**src/hw/rtl/hbkr_pkg.sv**
```systemverilog
// Shared constants and types for the boot keyboard report builder.
// No dependencies; imported by every module of the block.
`timescale 1ns / 1ps
`default_nettype none

package hbkr_pkg;

    localparam int SLOT_COUNT = 6;
    localparam int CODE_W     = 8;
    localparam int CNT_W      = $clog2(SLOT_COUNT + 1);
    localparam int OUT_DATA_W = CODE_W * (SLOT_COUNT + 1);

    localparam logic [CODE_W-1:0] NO_KEY        = 8'h00;
    localparam logic [CODE_W-1:0] ROLLOVER_CODE = 8'h01;
    localparam logic [CODE_W-1:0] MOD_FIRST     = 8'hE0;

    typedef logic [CODE_W-1:0] code_t;

    typedef struct packed {
        code_t code;
        logic  pressed;
        logic  last;
    } item_t;

    typedef struct packed {
        logic [SLOT_COUNT-1:0][CODE_W-1:0] slots;
        code_t                             modifier_bits;
        logic                              overflowed;
    } report_t;

    // Usage codes 0xE0..0xE7 are the eight modifier keys.
    function automatic logic is_modifier(input code_t code);
        return code[CODE_W-1:3] == MOD_FIRST[CODE_W-1:3];
    endfunction

endpackage

`default_nettype wire

```
**src/hw/rtl/hbkr_in_stage.sv**
```systemverilog
// Input register for one key request; holds it until the accumulator takes it.
// Depends on hbkr_pkg.
`timescale 1ns / 1ps
`default_nettype none

module hbkr_in_stage (
    input  wire logic           clk,
    input  wire logic           rst_n,
    input  wire logic           in_valid,
    input  wire hbkr_pkg::item_t in_item,
    output logic                in_ready,
    input  wire logic           out_free,
    output logic                step,
    output hbkr_pkg::item_t     item
);
    import hbkr_pkg::*;

    logic  valid_reg;
    item_t item_reg;

    // A last item can only move on when the report register is free.
    assign step     = valid_reg && (!item_reg.last || out_free);
    assign in_ready = !valid_reg || step;
    assign item     = item_reg;

    always_ff @(posedge clk or negedge rst_n)
    begin
        if (!rst_n)
        begin
            valid_reg <= 1'b0;
        end
        else if (in_valid && in_ready)
        begin
            valid_reg <= 1'b1;
        end
        else if (step)
        begin
            valid_reg <= 1'b0;
        end
    end

    always_ff @(posedge clk)
    begin
        if (in_valid && in_ready)
        begin
            item_reg <= in_item;
        end
    end

endmodule

`default_nettype wire

```
**src/hw/rtl/hbkr_accum.sv**
```systemverilog
// Scan accumulator: modifier byte, six key slots, fill count, rollover flag.
// Depends on hbkr_pkg.
`timescale 1ns / 1ps
`default_nettype none

module hbkr_accum (
    input  wire logic            clk,
    input  wire logic            rst_n,
    input  wire logic            step,
    input  wire hbkr_pkg::item_t item,
    output logic                 report_valid,
    output hbkr_pkg::report_t    report
);
    import hbkr_pkg::*;

    code_t                             mod_reg, mod_next, mod_upd;
    logic [SLOT_COUNT-1:0][CODE_W-1:0] slots_reg, slots_next, slots_upd;
    logic [CNT_W-1:0]                  used_reg, used_next, used_upd;
    logic                              roll_reg, roll_next, roll_upd;

    always_comb
    begin
        mod_upd   = mod_reg;
        slots_upd = slots_reg;
        used_upd  = used_reg;
        roll_upd  = roll_reg;
        if (step && item.pressed && !roll_reg && item.code != NO_KEY)
        begin
            if (is_modifier(item.code))
            begin
                mod_upd = mod_reg | (code_t'(1) << item.code[2:0]);
            end
            else if (used_reg < CNT_W'(SLOT_COUNT))
            begin
                for (int k = 0; k < SLOT_COUNT; k++)
                begin
                    if (used_reg == CNT_W'(k))
                    begin
                        slots_upd[k] = item.code;
                    end
                end
                used_upd = used_reg + CNT_W'(1);
            end
            else
            begin
                // seventh ordinary key: error rollover, rest of scan ignored
                for (int k = 0; k < SLOT_COUNT; k++)
                begin
                    slots_upd[k] = ROLLOVER_CODE;
                end
                roll_upd = 1'b1;
            end
        end
    end

    assign report_valid         = step && item.last;
    assign report.modifier_bits = mod_upd;
    assign report.slots         = slots_upd;
    assign report.overflowed    = roll_upd;

    always_comb
    begin
        if (report_valid)
        begin
            mod_next   = '0;
            slots_next = '0;
            used_next  = '0;
            roll_next  = 1'b0;
        end
        else
        begin
            mod_next   = mod_upd;
            slots_next = slots_upd;
            used_next  = used_upd;
            roll_next  = roll_upd;
        end
    end

    always_ff @(posedge clk or negedge rst_n)
    begin
        if (!rst_n)
        begin
            mod_reg   <= '0;
            slots_reg <= '0;
            used_reg  <= '0;
            roll_reg  <= 1'b0;
        end
        else
        begin
            mod_reg   <= mod_next;
            slots_reg <= slots_next;
            used_reg  <= used_next;
            roll_reg  <= roll_next;
        end
    end

endmodule

`default_nettype wire

```
**src/hw/rtl/hbkr_out_stage.sv**
```systemverilog
// Report register on the master side; holds a report until it is taken.
// Depends on hbkr_pkg.
`timescale 1ns / 1ps
`default_nettype none

module hbkr_out_stage (
    input  wire logic              clk,
    input  wire logic              rst_n,
    input  wire logic              report_valid,
    input  wire hbkr_pkg::report_t report,
    output logic                   out_free,
    output logic                   m_axis_tvalid,
    input  wire logic              m_axis_tready,
    output logic [hbkr_pkg::OUT_DATA_W-1:0] m_axis_tdata,
    output logic                   m_axis_tuser
);
    import hbkr_pkg::*;

    logic    valid_reg;
    report_t report_reg;

    assign out_free      = !valid_reg || m_axis_tready;
    assign m_axis_tvalid = valid_reg;
    assign m_axis_tdata  = {report_reg.slots, report_reg.modifier_bits};
    assign m_axis_tuser  = report_reg.overflowed;

    always_ff @(posedge clk or negedge rst_n)
    begin
        if (!rst_n)
        begin
            valid_reg <= 1'b0;
        end
        else if (out_free)
        begin
            valid_reg <= report_valid;
        end
    end

    always_ff @(posedge clk)
    begin
        if (out_free && report_valid)
        begin
            report_reg <= report;
        end
    end

endmodule

`default_nettype wire

```
**src/hw/rtl/hid_boot_keyboard_report_builder_unit.sv**
```systemverilog
// Top level of the boot keyboard report builder: input register, accumulator,
// report register. Depends on hbkr_pkg, hbkr_in_stage, hbkr_accum, hbkr_out_stage.
`timescale 1ns / 1ps
`default_nettype none

// Takes one key request per cycle while s_axis_tready is high (usage code,
// pressed flag, tlast at end of scan) and sends one 7-byte boot keyboard
// report per scan. A key request is registered in the input register and then
// applied by the accumulator; the report is registered in the output register.
// s_axis_tready stays high except when a finished report is still held in
// the output register and the input register holds the end of the next scan.
module hid_boot_keyboard_report_builder_unit (
    input  wire logic        clk,
    input  wire logic        rst_n,
    input  wire logic        s_axis_tvalid,
    output logic             s_axis_tready,
    input  wire logic [7:0]  s_axis_tdata,   // [7:0] usage_code
    input  wire logic        s_axis_tuser,   // [0] pressed
    input  wire logic        s_axis_tlast,   // end of scan
    output logic             m_axis_tvalid,
    input  wire logic        m_axis_tready,
    output logic [hbkr_pkg::OUT_DATA_W-1:0] m_axis_tdata, // [7:0] modifier_bits,
                             // [15:8] slot_zero .. [55:48] slot_five
    output logic             m_axis_tuser    // [0] overflowed
);
    import hbkr_pkg::*;

    item_t   in_item;
    item_t   item;
    report_t report;
    logic    step;
    logic    out_free;
    logic    report_valid;

    assign in_item.code    = s_axis_tdata;
    assign in_item.pressed = s_axis_tuser;
    assign in_item.last    = s_axis_tlast;

    hbkr_in_stage u_in (
        .clk      (clk),
        .rst_n    (rst_n),
        .in_valid (s_axis_tvalid),
        .in_item  (in_item),
        .in_ready (s_axis_tready),
        .out_free (out_free),
        .step     (step),
        .item     (item)
    );

    hbkr_accum u_acc (
        .clk          (clk),
        .rst_n        (rst_n),
        .step         (step),
        .item         (item),
        .report_valid (report_valid),
        .report       (report)
    );

    hbkr_out_stage u_out (
        .clk           (clk),
        .rst_n         (rst_n),
        .report_valid  (report_valid),
        .report        (report),
        .out_free      (out_free),
        .m_axis_tvalid (m_axis_tvalid),
        .m_axis_tready (m_axis_tready),
        .m_axis_tdata  (m_axis_tdata),
        .m_axis_tuser  (m_axis_tuser)
    );

endmodule

`default_nettype wire

```
**config.mk**
```make
export PLATFORM = sky130hd
export DESIGN_NAME = hid_boot_keyboard_report_builder_unit
export DESIGN_NICKNAME = d
export VERILOG_FILES = /design/src/hw/rtl/hbkr_pkg.sv /design/src/hw/rtl/hbkr_in_stage.sv /design/src/hw/rtl/hbkr_accum.sv /design/src/hw/rtl/hbkr_out_stage.sv /design/src/hw/rtl/hid_boot_keyboard_report_builder_unit.sv
export SDC_FILE = /design/constraint.sdc
export NUM_CORES = 1
export LEC_CHECK = 0
export BUFFER_PORTS_ARGS = -buffer_cell sky130_fd_sc_hd__buf_2
export CORE_UTILIZATION = 53
export CTS_BUF_LIST = sky130_fd_sc_hd__clkbuf_16
export DETAILED_ROUTE_END_ITERATION = 7
export PLACE_DENSITY = 0.74
export SETUP_SLACK_MARGIN = 0.05
export SLEW_MARGIN = 40
export SYNTH_ARGS = -nofsm -noshare
export SYNTH_HDL_FRONTEND = slang
export SYNTH_HIERARCHICAL = 1
export SYNTH_SLANG_ARGS = --single-unit
```
**constraint.sdc**
```tcl
create_clock -name clk -period 3.21 [get_ports clk]
set_input_delay 0.321 -clock clk [delete_from_list [all_inputs] [get_ports clk]]
set_output_delay 0.321 -clock clk [all_outputs]
set_load 0.01 [all_outputs]
```
==> impl_metrics.env, run 1 <==
export IMPL_yosysWarnings=6
export IMPL_multi_input_area_sq_mm=0.00165
export IMPL_antenna_found_initial=0
export IMPL_syn_area_per_cell_sq_um=15.4
export IMPL_grt_usage=0.222
export IMPL_hold_viol_final=0
export IMPL_critPathKind="flop to flop"
export IMPL_clk_path_buf_depth=2
export IMPL_cts_htree_levels=4
export IMPL_nNetsFinal=439
export IMPL_path_cells="nand2b_4 > inv_1 > a21boi_0 > nand3b_4 > a31oi_4 > nand3_1 > a22o_1"
export IMPL_crit_slowest_cell="nand3_1"
export IMPL_fp_dieH_microns=104
export IMPL_grt_pass1_vias=3198
export IMPL_portBuffers=72
export IMPL_rsz0062_at_grt="false"
export IMPL_dpl_hpwl_microns=6670
export IMPL_areaGrowthSynthToFinish_pct=17.4
export IMPL_clk_pin_slew_ps=50
export IMPL_worstSetupStartpointType="flop"
export IMPL_drt_wl_total_microns=11400
export IMPL_start_util=0.554
export IMPL_worst_pin_slew_ps=798
export IMPL_cp_end_kind="flop"
export IMPL_tns_ps=0
export IMPL_gp_congestion=0.851
export IMPL_synth_edff_count=67
export IMPL_fillers=732
export IMPL_powerDensity_mw_per_mm2=668
export IMPL_cp_top_family="compound AO/OA/AOI/OAI gates"
export IMPL_core_sq_mm=0.00991
export IMPL_drtPass1Iterations=5
export IMPL_cts_root_buf="clkbuf_16"
export IMPL_crit_buf_inv=1
export IMPL_num_vias=3497
export IMPL_finalCritPeriodShare=0.786
export IMPL_placed_area_sq_mm=0.00584
export IMPL_drtIter0Drc=347
export IMPL_synth_cell_types=48
export IMPL_setup_viol=0
export IMPL_cts_buffers=17
export IMPL_synthFlopType="edfxtp_1"
export IMPL_fmax_ghz=0.396
export IMPL_async_reset_ff_frac=0.481
export IMPL_rows=36
export IMPL_cts_num_sinks=129
export IMPL_p_total_mw=4.30
export IMPL_slew_limit_headroom=0.463
export IMPL_die_width_microns=104
export IMPL_slowest_delay_ps=520
export IMPL_n_antenna_cell=0
export IMPL_hold_path_class="primary input to flop"
export IMPL_yosysSeqAreaShare=0.650
export IMPL_die_area_sq_mm=0.0108
export IMPL_viasPerCell=6.18
export IMPL_ant_nets=0
export IMPL_grt_pass1_wl_microns=17700
export IMPL_io_pins=73
export IMPL_status="finished, final reports clean"
export IMPL_syn_area_sq_mm=0.00549
export IMPL_cp_max_fo=16
export IMPL_post_place_ws_ps=696
export IMPL_cellLeakagePower_nw=2.81
export IMPL_fin_area_sq_mm=0.00644
export IMPL_maxCapViolCount=0
export IMPL_crit_arrival_ps=2680
export IMPL_clock_latency_ps=410
export IMPL_drc=0
export IMPL_syn_num_nets=375
export IMPL_drive_above_1_share=0.309
export IMPL_seq_area_sq_mm=0.00356
export IMPL_min_period_ps=2520
export IMPL_grt_overflow_total=0
export IMPL_fin_skew_ps=5.79
export IMPL_synth_seq_cells=129
export IMPL_post_cts_buffers=0
export IMPL_cts_tree="built"
export IMPL_setup_ws_ps=686
export IMPL_slew_viol_final=0
export IMPL_synthCells=356
export IMPL_wl_per_cell_microns=20.2
export IMPL_ir_drop_mv=0.435
export IMPL_largest_reg_flops=56
export IMPL_grt_max_degree=59
export IMPL_crit_required_ps=3370
[cells in the mapped netlist, drive strengths merged, types with 2 or more instances]
cell type | n | share of area
a211o | 2 | 0.0064
clkbuf | 8 | 0.0055
a21o | 6 | 0.0087
inv | 13 | 0.0089
a22oi | 6 | 0.0082
a31o | 4 | 0.0080
and2 | 16 | 0.019
buf | 27 | 0.035
a22o | 42 | 0.067
ha | 5 | 0.011
a221oi | 6 | 0.012
nand3b | 2 | 0.0073
nand3 | 3 | 0.0027
nor4 | 5 | 0.014
nand2 | 8 | 0.0055
nor2 | 8 | 0.0064
edfxtp | 67 | 0.37
nand2b | 6 | 0.0082
dfrtp | 62 | 0.28
a32o | 42 | 0.078
nor3 | 4 | 0.012
[per-stage QoR]
stage               std cells  hold slack [ps]   util
finish                    566             85.6  0.650
global route              566             67.4  0.650
CTS                       566             75.4  0.650
detailed placement        533              288  0.589
global placement          533              281  0.589
floorplan                 356             25.4      -
[path summary, 6_finish.rpt]
kind,end,cells past startpoint,startpoint,slack (ps)
worst min-delay path,u_in/item[0],1,s_axis_tlast,90
worst max-delay path,u_out/m_axis_tdata[9],7,u_out/m_axis_tvalid,690
max in group asynchronous,u_acc/slots_reg[28],3,rst_n,1880
min in group asynchronous,u_acc/mod_reg[6],2,rst_n,380
worst max register to register,u_out/m_axis_tdata[9],7,u_out/m_axis_tvalid,690
worst min register to register,u_acc/slots_reg[35],1,u_acc/slots_reg[35],520
[power by group]
group	internal [mW]	switching (mW)	leakage [nW]
Combinational	0.174	0.259	1.00
Sequential	1.89	0.0778	1.50
Clock	1.27	0.636	0.308
Total	3.33	0.973	2.81
[cells in the final DEF, fill, tap and decap left out, types with 6 or more instances in the layout]
master / synthesis / final
buf_2: 10 / 72
edfxtp_1: 67 / 67
dfrtp_1: 62 / 62
a22o_1: 42 / 42
a32o_1: 36 / 36
inv_1: 13 / 19
clkbuf_16: 0 / 17
and2_1: 14 / 14
nand2_1: 8 / 8
buf_4: 5 / 7
nor2_1: 6 / 6
a32o_2: 6 / 6
a22oi_1: 6 / 6
[area by class of cell]
class	count	share of cell area
Clock buffer	17	0.0661
Tap cell	133	0.0258
Timing Repair Buffer	80	0.0657
Multi-Input combinational cell	178	0.256
Clock inverter	15	0.0253
Inverter	14	0.00816
Sequential cell	129	0.553
[layer usage]
| metal | track usage | wire [microns] |
|---|---|---|
| met4 | 0.0990 | 157 |
| met5 | 0 | 0 |
| met3 | 0.0604 | 737 |
| met2 | 0.319 | 5510 |
| met1 | 0.317 | 5040 |
[what timing repair did]
| item | 4_1_cts | 5_1_grt |
|---|---|---|
| hold buffers | 1 | 0 |
| endpoints found under the hold margin | 18 | 0 |
| gates resized for setup | 0 | 0 |
| endpoints found under the setup margin | 0 | 0 |
[kinds of logic (layout without fill, tap and decap cells)]
group / count (synthesis) / after routing / share of synthesized area
flip-flops: 129 / 129 / 0.650
adder cells (fa/ha/maj): 5 / 5 / 0.0114
AO/OA/AOI/OAI: 117 / 117 / 0.205
buffers and inverters: 49 / 126 / 0.0504
AND/OR/NAND/NOR: 56 / 56 / 0.0839
Power figures use the tool's default switching activity.
==> run 2: changes to the inputs <==
- ABC_AREA: default -> 1
- clock period: 3.21 -> 2.4 ns (I/O delays scaled with it)
==> impl_metrics.env, run 2 <==
export IMPL_yosysTopAreaCell="edfxtp_1"
export IMPL_critPathKind="flop to flop"
export IMPL_yosysTopAreaCellShare=0.324
export IMPL_async_reset_ff_frac=0.481
export IMPL_ff2ff_path_depth=9
export IMPL_grt_pass1_wl_microns=23000
export IMPL_clk_pin_slew_ps=60
export IMPL_io_pins=73
export IMPL_drive_above_1_share=0.162
export IMPL_synth_edff_count=67
export IMPL_yosysWarnings=6
export IMPL_grt_max_degree=63
export IMPL_drc=0
export IMPL_maxCapViolCount=0
export IMPL_drt_wl_total_microns=14400
export IMPL_hold_viol_final=0
export IMPL_synth_seq_cells=129
export IMPL_nNetsFinal=829
export IMPL_cts_root_buf="clkbuf_16"
export IMPL_post_cts_resized=0
export IMPL_synth_common_cells="nand2_1, inv_1, nand3_1"
export IMPL_synthXorXnorAreaFrac=0
export IMPL_slew_limit_headroom=0.582
export IMPL_fin_skew_ps=8.37
export IMPL_synth_simple_gate_area_share=0.292
export IMPL_syn_num_nets=749
export IMPL_final_common_cell="nand2_1"
export IMPL_p_sw_mw=1.90
export IMPL_rsz0062_at_grt="false"
export IMPL_die_width_microns=110
export IMPL_ant_nets=0
export IMPL_ctsHoldBuffers=9
export IMPL_worstSetupStartpointType="flop"
export IMPL_muxShareOfSynthArea=0
export IMPL_slew_viol_final=0
export IMPL_core_sq_mm=0.0114
export IMPL_drtPass1Iterations=5
export IMPL_cts_htree_levels=4
export IMPL_yosysMostFrequentCell="nand2_1"
export IMPL_r2r_slack_ps=290
export IMPL_dpl_hpwl_microns=8580
export IMPL_placed_area_sq_mm=0.00671
export IMPL_min_period_ps=2110
export IMPL_viasPerCell=5.37
export IMPL_post_cts_buffers=0
export IMPL_powerDensity_mw_per_mm2=914
export IMPL_grt_pass1_vias=4795
export IMPL_crit_arrival_ps=2290
export IMPL_wl_per_cell_microns=14.9
export IMPL_finalCritPeriodShare=0.879
export IMPL_setup_viol=0
export IMPL_pwr_share_seq=0.404
export IMPL_worst_pin_slew_ps=627
export IMPL_ir_drop_mv=0.471
export IMPL_start_util=0.544
export IMPL_power_frac_comb=0.194
export IMPL_status="finished, final reports clean"
export IMPL_cts_tree="built"
export IMPL_yosysSeqAreaShare=0.573
export IMPL_synth_area_leaders="edfxtp_1, dfrtp_1, nand2_1"
export IMPL_drtIter0Drc=425
export IMPL_antenna_found_initial=0
export IMPL_p_total_mw=6.80
export IMPL_gp_congestion=0.854
export IMPL_synth_top_family_by_area="simple AND/OR/NAND/NOR gates"
export IMPL_place_inst=924
export IMPL_yosys_area_share_adder=0.0101
export IMPL_post_place_ws_ps=304
export IMPL_synthFlopType="edfxtp_1"
export IMPL_p_clk_frac=0.402
export IMPL_fp_dieH_microns=110
export IMPL_n_antenna_cell=0
export IMPL_areaGrowthSynthToFinish_pct=19.7
export IMPL_cellLeakagePower_nw=3.95
export IMPL_setup_ws_ps=291
export IMPL_grt_usage=0.254
export IMPL_syn_area_sq_mm=0.00621
export IMPL_fin_cells=966
export IMPL_num_vias=5185
export IMPL_fmax_ghz=0.474
export IMPL_portBuffers=72
export IMPL_rows=39
export IMPL_fin_area_sq_mm=0.00744
export IMPL_grt_overflow_total=0
export IMPL_tns_ps=0
export IMPL_clk_path_buf_depth=2
export IMPL_cts_buffers=17
export IMPL_cts_num_sinks=129
export IMPL_crit_required_ps=2580
export IMPL_syn_area_per_cell_sq_um=8.51
export IMPL_internal_power_mw=4.90
export IMPL_mostFrequentLayoutCells="nand2_1, inv_1, nand3_1, buf_2, edfxtp_1"
export IMPL_whs_path_depth=1
export IMPL_die_area_sq_mm=0.0122
export IMPL_hold_path_class="primary input to flop"
export IMPL_clock_latency_ps=420
export IMPL_largest_reg_flops=56
export IMPL_synthCells=730
export IMPL_cp_max_fo=11
export IMPL_synth_compound_area_frac=0.0201
export IMPL_synth_cell_types=23
export IMPL_sw_frac_of_total=0.280
export IMPL_cp_end_kind="flop"
[run 2: per-stage QoR]
step	hold WS (ps)	util
after global placement	281	0.588
after floorplan	-55.6	-
after global routing	2.39	0.651
after CTS	0.0635	0.651
after detailed placement	285	0.588
final	10.4	0.651
[run 2: final cells by class]
type | instances | area [sq um]
Fill cell | 914 | 3980
Clock buffer | 17 | 425
Clock inverter | 15 | 200
Tap cell | 143 | 179
Inverter | 118 | 445
Sequential cell | 129 | 3560
Multi-Input combinational cell | 448 | 2020
Timing Repair Buffer | 96 | 603
[run 2: power by group through the flow]
stage / combinational (mW) / clock, mW / sequential, mW
2_1_floorplan: 0.899 / 0 / 2.81
3_3_place_gp: 1.21 / 0 / 2.77
3_5_place_dp: 1.26 / 0 / 2.78
4_1_cts: 1.31 / 2.77 / 2.75
5_1_grt: 1.49 / 2.85 / 2.77
6_report: 1.32 / 2.73 / 2.75
[run 2: critical path: stages (launching register included)]
cell     delay [ps]
dfrtp_1         410
inv_1           130
ha_1            440
nand2_1         320
inv_2           200
nand2_1          80
nand3_1          70
nand3_1          70
nand2_1         100
inv_1            40
[run 2: layer usage]
| metal | up-vias | track usage | share of wire |
|---|---|---|---|
| li1 | 2468 | - | - |
| met5 | - | 0 | 0 |
| met2 | 272 | 0.399 | 0.47 |
| met3 | 49 | 0.0600 | 0.079 |
| met4 | 0 | 0.130 | 0.036 |
| met1 | 2396 | 0.330 | 0.42 |
[run 2: path summary, 6_finish.rpt]
kind                                    from                     end
min in group asynchronous              rst_n     u_acc/slots_reg[27]
setup reg to reg           u_acc/used_reg[0]  u_out/m_axis_tdata[15]
hold / removal               s_axis_tdata[7]            u_in/item[9]
max in group asynchronous              rst_n     u_out/m_axis_tvalid
hold reg to reg             u_acc/mod_reg[0]        u_acc/mod_reg[0]
setup / recovery           u_acc/used_reg[0]  u_out/m_axis_tdata[15]
[run 2: kinds of logic (layout without fill, tap and decap cells)]
group | Yosys count | after routing
flip-flops | 129 | 129
adder cells (fa/ha/maj) | 5 | 5
buffers and inverters | 153 | 246
AND/OR/NAND/NOR | 422 | 422
AO/OA/AOI/OAI | 21 | 21
